$ cat src/rtl/vgl_pkg.sv
// Shared types and constants of the Voronoi grain labeler.
// No dependencies; vgl_dist_unit, the core and the checker import this package.
`default_nettype none

package vgl_pkg;

    // Default sizes of the grain store and of the datapath.
    localparam int VGL_MAX_GRAINS = 256;
    localparam int VGL_COORD_BITS = 24;
    localparam int VGL_INDEX_BITS = 10;

    // Fixed widths of the port fields.
    localparam int CELL_W  = 14;
    localparam int COUNT_W = 9;
    localparam int SEED_W  = 24;
    localparam int CIDX_W  = 10;
    localparam int ANISO_W = 31;
    localparam int AXIS_W  = 16;
    localparam int DIST_W  = 50;
    localparam int PAY_W   = ANISO_W + 3 * AXIS_W;

    localparam logic [DIST_W-1:0] DIST_MAX = '1;

    // Configuration port.
    localparam int CFG_IDX_W  = 4;
    localparam int CFG_DATA_W = 16;

    localparam logic [CFG_IDX_W-1:0] CFG_CELL_SIZE_X = 4'd0;
    localparam logic [CFG_IDX_W-1:0] CFG_CELL_SIZE_Y = 4'd1;
    localparam logic [CFG_IDX_W-1:0] CFG_CELL_SIZE_Z = 4'd2;
    localparam logic [CFG_IDX_W-1:0] CFG_GRAIN_COUNT = 4'd3;

    // Input actions.
    localparam logic ACT_LOAD  = 1'b0;
    localparam logic ACT_QUERY = 1'b1;

    // Control that travels alongside each grain through the distance unit.
    typedef struct packed {
        logic valid;
        logic last;
    } t_dist_ctl;

endpackage

`default_nettype wire

$ cat src/rtl/vgl_dist_unit.sv
// Pipelined squared-distance unit: absolute difference, square, sum with saturation.
// Takes one grain per cycle; depends on vgl_pkg.
`default_nettype none

module vgl_dist_unit
    import vgl_pkg::*;
#(
    parameter int CTR_W   = 24,
    parameter int COORD_W = 24,
    parameter int TAG_W   = 87
) (
    input  wire logic               i_clk,
    input  wire logic               i_rst_n,
    input  wire t_dist_ctl          i_ctl,
    input  wire logic [TAG_W-1:0]   i_tag,
    input  wire logic [CTR_W-1:0]   i_ctr_x,
    input  wire logic [CTR_W-1:0]   i_ctr_y,
    input  wire logic [CTR_W-1:0]   i_ctr_z,
    input  wire logic [COORD_W-1:0] i_seed_x,
    input  wire logic [COORD_W-1:0] i_seed_y,
    input  wire logic [COORD_W-1:0] i_seed_z,
    output t_dist_ctl               o_ctl,
    output logic      [TAG_W-1:0]   o_tag,
    output logic      [DIST_W-1:0]  o_dist
);

    localparam int DIFF_W = (CTR_W > COORD_W) ? CTR_W : COORD_W;
    localparam int SQ_W   = 2 * DIFF_W;
    localparam int SUM_W  = SQ_W + 2;
    localparam int WIDE_W = (SUM_W > DIST_W) ? SUM_W : DIST_W;

    t_dist_ctl r_ctl1, r_ctl2, r_ctl3;
    logic [TAG_W-1:0]  r_tag1, r_tag2, r_tag3;
    logic [DIFF_W-1:0] r_dx, r_dy, r_dz;
    logic [SQ_W-1:0]   r_sx, r_sy, r_sz;
    logic [DIST_W-1:0] r_dist;

    function automatic logic [DIFF_W-1:0] abs_diff(input logic [DIFF_W-1:0] a,
                                                   input logic [DIFF_W-1:0] b);
        return (a > b) ? (a - b) : (b - a);
    endfunction

    logic [DIFF_W-1:0] cx, cy, cz, sx, sy, sz;
    logic [WIDE_W-1:0] sum;

    always_comb begin
        cx  = DIFF_W'(i_ctr_x);
        cy  = DIFF_W'(i_ctr_y);
        cz  = DIFF_W'(i_ctr_z);
        sx  = DIFF_W'(i_seed_x);
        sy  = DIFF_W'(i_seed_y);
        sz  = DIFF_W'(i_seed_z);
        sum = WIDE_W'(r_sx) + WIDE_W'(r_sy) + WIDE_W'(r_sz);
    end

    always_ff @(posedge i_clk) begin
        if (!i_rst_n) begin
            r_ctl1 <= '0;
            r_ctl2 <= '0;
            r_ctl3 <= '0;
        end else begin
            r_ctl1 <= i_ctl;
            r_ctl2 <= r_ctl1;
            r_ctl3 <= r_ctl2;
        end
    end

    always_ff @(posedge i_clk) begin
        r_tag1 <= i_tag;
        r_dx   <= abs_diff(cx, sx);
        r_dy   <= abs_diff(cy, sy);
        r_dz   <= abs_diff(cz, sz);
        r_tag2 <= r_tag1;
        r_sx   <= SQ_W'(r_dx) * SQ_W'(r_dx);
        r_sy   <= SQ_W'(r_dy) * SQ_W'(r_dy);
        r_sz   <= SQ_W'(r_dz) * SQ_W'(r_dz);
        r_tag3 <= r_tag2;
        r_dist <= (sum > WIDE_W'(DIST_MAX)) ? DIST_MAX : sum[DIST_W-1:0];
    end

    assign o_ctl  = r_ctl3;
    assign o_tag  = r_tag3;
    assign o_dist = r_dist;

endmodule

`default_nettype wire

$ cat config.mk
export PLATFORM = sky130hd
export DESIGN_NAME = vgl_dist_unit
export DESIGN_NICKNAME = d
export VERILOG_FILES = /design/src/rtl/vgl_pkg.sv /design/src/rtl/vgl_dist_unit.sv
export SDC_FILE = /design/constraint.sdc
export NUM_CORES = 2
export LEC_CHECK = 0
export BUFFER_PORTS_ARGS = -buffer_cell sky130_fd_sc_hd__buf_2
export CAP_MARGIN = 20
export CORE_MARGIN = 4
export CORE_UTILIZATION = 45
export CTS_CLUSTER_DIAMETER = 200
export DETAILED_ROUTE_END_ITERATION = 7
export SETUP_SLACK_MARGIN = 0.5
export SKIP_LAST_GASP = 1
export SLEW_MARGIN = 20
export SYNTH_ARGS = -nofsm -noshare
export SYNTH_HDL_FRONTEND = slang
export SYNTH_SLANG_ARGS = --single-unit
$ cat constraint.sdc
create_clock -name i_clk -period 7.2 [get_ports i_clk]
set_input_delay 1.08 -clock i_clk [delete_from_list [all_inputs] [get_ports i_clk]]
set_output_delay 1.08 -clock i_clk [all_outputs]
set_load 0.1 [all_outputs]
Yosys cells after proc, flatten, opt, wreduce, memory -nomap -nowiden
Index checks and enable logic that the tools add are counted.
Word-level totals
  register bits after elaboration: 533
  bits in latches: 0
  bits in writable memories: 0
  ROM bits: 0
  input bits: 235
  memories: 0
Operators by class
  add/sub/neg operators: 8
  $mul: 3
  divide/modulo/power cells: 0
  magnitude comparators: 4
  equality and inequality tests: 0
  shifts and indexed selects: 0
  muxes and demuxes: 3
  bitwise logic cells: 0
  reduce and logical (&&, ||, !) cells: 0
Operators with widths (number)
  $mul 24x24->48: 3
  $sub 24x24->24: 6
  $gt 24x24->1: 3
  $mux 24: 3
  $add 49x48->50: 1
  $gt 50x50->1 const B: 1
  $add 48x48->49: 1

Depth between registers and ports, before layout
  depth in word-level cells: 3
  mapped depth: 30

Worst setup path before layout
Ideal clock, no wire load.
  kind: reg-to-reg
  start: register r_dx[17]
  end: register r_sx[45]
  setup time: 127 ps
  arrival time: 7201 ps
  required time: 7073 ps
  slack: -128 ps
  cell stages (with the launch flop): 28
  period minus slack after synthesis: 7328 ps
  cells stage by stage: dfxtp_1 > clkbuf_1 > clkbuf_1 > nand2_1 > fa_1 > inv_1 > fa_1 > fa_1 > inv_1 > fa_1 > inv_1 > fa_1 > fa_1 > inv_1 > fa_1 > inv_1 > ha_1 > a21o_1 > a21o_1 > a2111oi_0 > o22ai_1 > nand2b_1 > o41ai_2 > o211ai_1 > a21o_1 > a21oi_1 > o21ai_0 > xor2_1
On the way
  word-level cells in the longest chain between the ends: 1
Ends and longest elaborated chain
  from (decl): RTL line vgl_dist_unit.sv:34  | logic [DIFF_W-1:0] r_dx, r_dy, r_dz;
  from (signal assigned): RTL line vgl_dist_unit.sv:70  | r_dx <= abs_diff(cx, sx);
  $mul 24x24->48: RTL line vgl_dist_unit.sv:74  | r_sx <= SQ_W'(r_dx) * SQ_W'(r_dx);
  to (signal assigned): RTL line vgl_dist_unit.sv:74
  to (decl): RTL line vgl_dist_unit.sv:35  | logic [SQ_W-1:0] r_sx, r_sy, r_sz;
No other way between the ends.
A chain may end at the register's enable or synchronous reset.

Worst setup path after layout
  start: register r_dy[18]
  end: register r_sy[47]
On the way
  word-level cells in the longest chain between the ends: 1
Ends and longest elaborated chain
  from (decl): RTL line vgl_dist_unit.sv:34
  from (signal assigned): RTL line vgl_dist_unit.sv:71  | r_dy <= abs_diff(cy, sy);
  $mul 24x24->48: RTL line vgl_dist_unit.sv:75  | r_sy <= SQ_W'(r_dy) * SQ_W'(r_dy);
  to (signal assigned): RTL line vgl_dist_unit.sv:75
  to (decl): RTL line vgl_dist_unit.sv:35
No other way between the ends.

==> results.json <==
{
  "outcome": "completed",
  "ant_nets": 0,
  "cts_tree": "done",
  "setup-tns-final_ns": 0,
  "fp.dieH_microns": 402,
  "die_x_microns": 402,
  "yosysWarnings": 0,
  "clock-skew-final_ns": 0.0670,
  "syn_inst": 7406,
  "port_buffers": 373,
  "relSlewSlack_pct": 41.7,
  "ctsHoldBuffers": 0,
  "design.portCount": 374,
  "ys_seq_area_share_pct": 15.2,
  "clock_latency_ns": 0.71,
  "vias_per_cell": 4.95,
  "cts_buffers": 60,
  "drc": 0,
  "cp-start-kind": "flop",
  "grtUsageTotal_pct": 22.0,
  "synth_area_leaders": "fa_1 (38%), dfxtp_1 (15%), ha_1 (13%)",
  "route.met2.wl_mm": 87.4,
  "drt_wl_total_mm": 177,
  "fin_crit_ns": 7.15,
  "via_count": 50232,
  "core_sq_um": 154000,
  "ff2ff_path_depth": 24,
  "ff2ff_setup_slack_ns": 0.05,
  "end_kind": "flop",
  "ys_ff_latch": 530,
  "finalHoldViolations": 0,
  "slowest_delay_ns": 0.62,
  "clock-sinks": 530,
  "cp.required_ns": 7.72,
  "rr_startpoint": "r_dy[18]",
  "cp_common_cell": "fa_1",
  "wl_met3_mm": 9.44,
  "ys.flop_type": "dfxtp_1",
  "crit_family": "adder cells",
  "path_cells": "buf_8, nand2_1, fa_1, inv_1, fa_1, inv_1, fa_1, inv_1, fa_1, fa_1, fa_1, inv_1, fa_1, inv_1, ha_1, nand2_1, nor4_2, a31oi_2, a221o_1, o311a_1, or3_4, o31ai_4, a21oi_2, xnor2_1",
  "synth-edff-count": 0,
  "setup_viol": 0,
  "start_util_pct": 45.3,
  "crit_arrival_ns": 7.67,
  "drt_iter0_drc": 2492,
  "grt-ovfl-total": 0,
  "synth_area_per_cell_sq_um": 9.43,
  "nNetsFinal": 10321,
  "crit_buf_inv": 6,
  "tightest_slew_ns": 0.873,
  "fp.dieArea_sq_um": 162000,
  "finish.utilization_pct": 53.0,
  "worst-setup-path-type": "reg2reg",
  "maxCapViolations": 0,
  "top_layer": "met5",
  "yosysMostFrequentCell": "inv_1",
  "synthArstFlopShare_pct": 0,
  "period_share_pct": 99.3,
  "grt_max_degree": 28,
  "synth.top_cell.area_share_pct": 37.8,
  "area_growth_pct": 16.9,
  "netlist_area_sq_um": 69800,
  "rsz0062_at_grt": "yes",
  "cts_htree_levels": 2,
  "r2r-end": "r_sy[47]",
  "synth_cell_types": 92,
  "slowest_stage": "fa_1",
  "globalplace.congestion": 0.908,
  "multi_input_area_sq_um": 52500,
  "grt_pass1_wl_mm": 286,
  "drive_above_1_share_pct": 17.0,
  "min_path_type": "reg2reg",
  "report.final.slew_viol_count": 0,
  "antenna_found_initial": 8,
  "clk_pin_slew_ns": 0.07,
  "fillCellCount": 13941,
  "grt_pass1_vias": 54305,
  "cp.depth": 24,
  "timing.hold.ws_ns": 0.324,
  "synth_commonest_cells": "inv_1 (1986), fa_1 (1320), ha_1 (716)",
  "regArea_sq_um": 10800,
  "critPathCapture": "r_sy[47]",
  "met1_length_mm": 73.7,
  "crit_start": "r_dy[18]",
  "crit_fanout": 15,
  "root_buffer": "clkbuf_16",
  "timing.fmax_mhz": 140,
  "rows": 144,
  "clock_path_buffers": 3,
  "dpl.hpwl_mm": 148,
  "wl_per_cell_microns": 17.4,
  "dr.pass1.iters": 5,
  "synth_top_cell_by_area": "fa_1"
}
[stage by stage]
step | instances | setup WS, ns | cell area (sq um)
CTS | 10096 | 0.0619 | 80200
global route | 10146 | -0.124 | 81600
finish | 10148 | 0.0495 | 81600
global placement | 9908 | -0.0471 | 76100
floorplan | 7407 | 0.490 | 70500
detailed placement | 9908 | -0.112 | 76100
[timing repair]
item	4_1_cts	5_1_grt
gates cloned	6	1
hold endpoints to repair	0	0
pin swaps	121	155
buffers inserted	68	49
resized for setup	296	267
setup endpoints to repair	59	54
[worst reg2reg max path: stages (launching register included)]
cell and delay, ns:
dfxtp_4 0.37, buf_8 0.18, nand2_1 0.11, fa_1 0.62, inv_1 0.09, fa_1 0.55
inv_1 0.06, fa_1 0.51, inv_1 0.06, fa_1 0.45, fa_1 0.51, fa_1 0.50
inv_1 0.05, fa_1 0.48, inv_1 0.05, ha_1 0.32, nand2_1 0.16, nor4_2 0.28
a31oi_2 0.08, a221o_1 0.42, o311a_1 0.32, or3_4 0.38, o31ai_4 0.23, a21oi_2 0.09
xnor2_1 0.13
[area by class of cell]
cell class                      count  share of cell area (%)
Inverter                         1986                    9.14
Clock buffer                       76                    2.06
Antenna cell                        2                 0.00613
Sequential cell                   530                    13.2
Timing Repair Buffer              804                    7.35
Clock inverter                     38                   0.786
Multi-Input combinational cell   4668                    64.3
Tap cell                         2044                    3.13
[worst min path at each step]
stage               startpoint         end  slack, ns  cells past startpoint
detailed placement  r_tag2[50]   o_tag[50]       0.31                      0
global placement    r_tag1[46]  r_tag2[46]       0.31                      0
finish               r_tag2[4]    o_tag[4]       0.32                      0
global route         r_tag2[8]    o_tag[8]       0.33                      0
floorplan            r_tag2[0]    o_tag[0]       0.31                      0
CTS                 r_tag2[85]   o_tag[85]       0.33                      0
[registers in the layout, indices dropped and copies added, names as in the netlist, 24 cells and up]
signal and count:
o_dist 50, o_tag 87, r_dx 24, r_dy 24, r_dz 24, r_sx 47
r_sy 47, r_sz 47, r_tag1 87, r_tag2 87
[kinds of logic after synthesis]
kind of cell    count (synthesis)  share of synthesized area (%)
simple gates                 1462                           10.2
other cells                     2                         0.0108
fa+ha+maj                    2036                           50.7
flops                         530                           15.2
mux                            53                          0.808
xor+xnor                      263                           3.30
buf+inv                      2209                           12.0
compound gates                851                           7.89
[cells in the final DEF, fill, tap and decap left out, types with 19 or more instances in the layout]
master        n
o21bai_1     24
a21o_1      154
a21oi_1     245
mux2_2       23
xor2_1       80
nor3_1       27
and2_4       28
nand2_1     543
a31oi_1      29
inv_1      1931
and2_1      335
xnor2_1     170
dfxtp_1     467
o21ai_0     109
fa_1       1282
inv_2        52
nand4_1      36
nand3_1      54
clkbuf_16    62
a21oi_2      31
buf_2       373
buf_6        60
ha_4         33
nand2b_1     30
nand2_2      44
buf_4       319
dfxtp_4      49
nor2b_1      52
o211ai_1     19
fa_2         38
o21ai_1      24
mux2i_1      29
buf_12       35
o21a_1       29
ha_1        676
nor2_1      193
[layer usage]
layer / vias up / GRT usage [%]
met3: 267 / 3.45
li1: 23616 / -
met5: - / 0
met1: 25151 / 28.3
met2: 1194 / 38.1
met4: 4 / 6.86
Power is not shown: default switching activity piles up to over one toggle a cycle in this logic, so the estimate is an artifact.
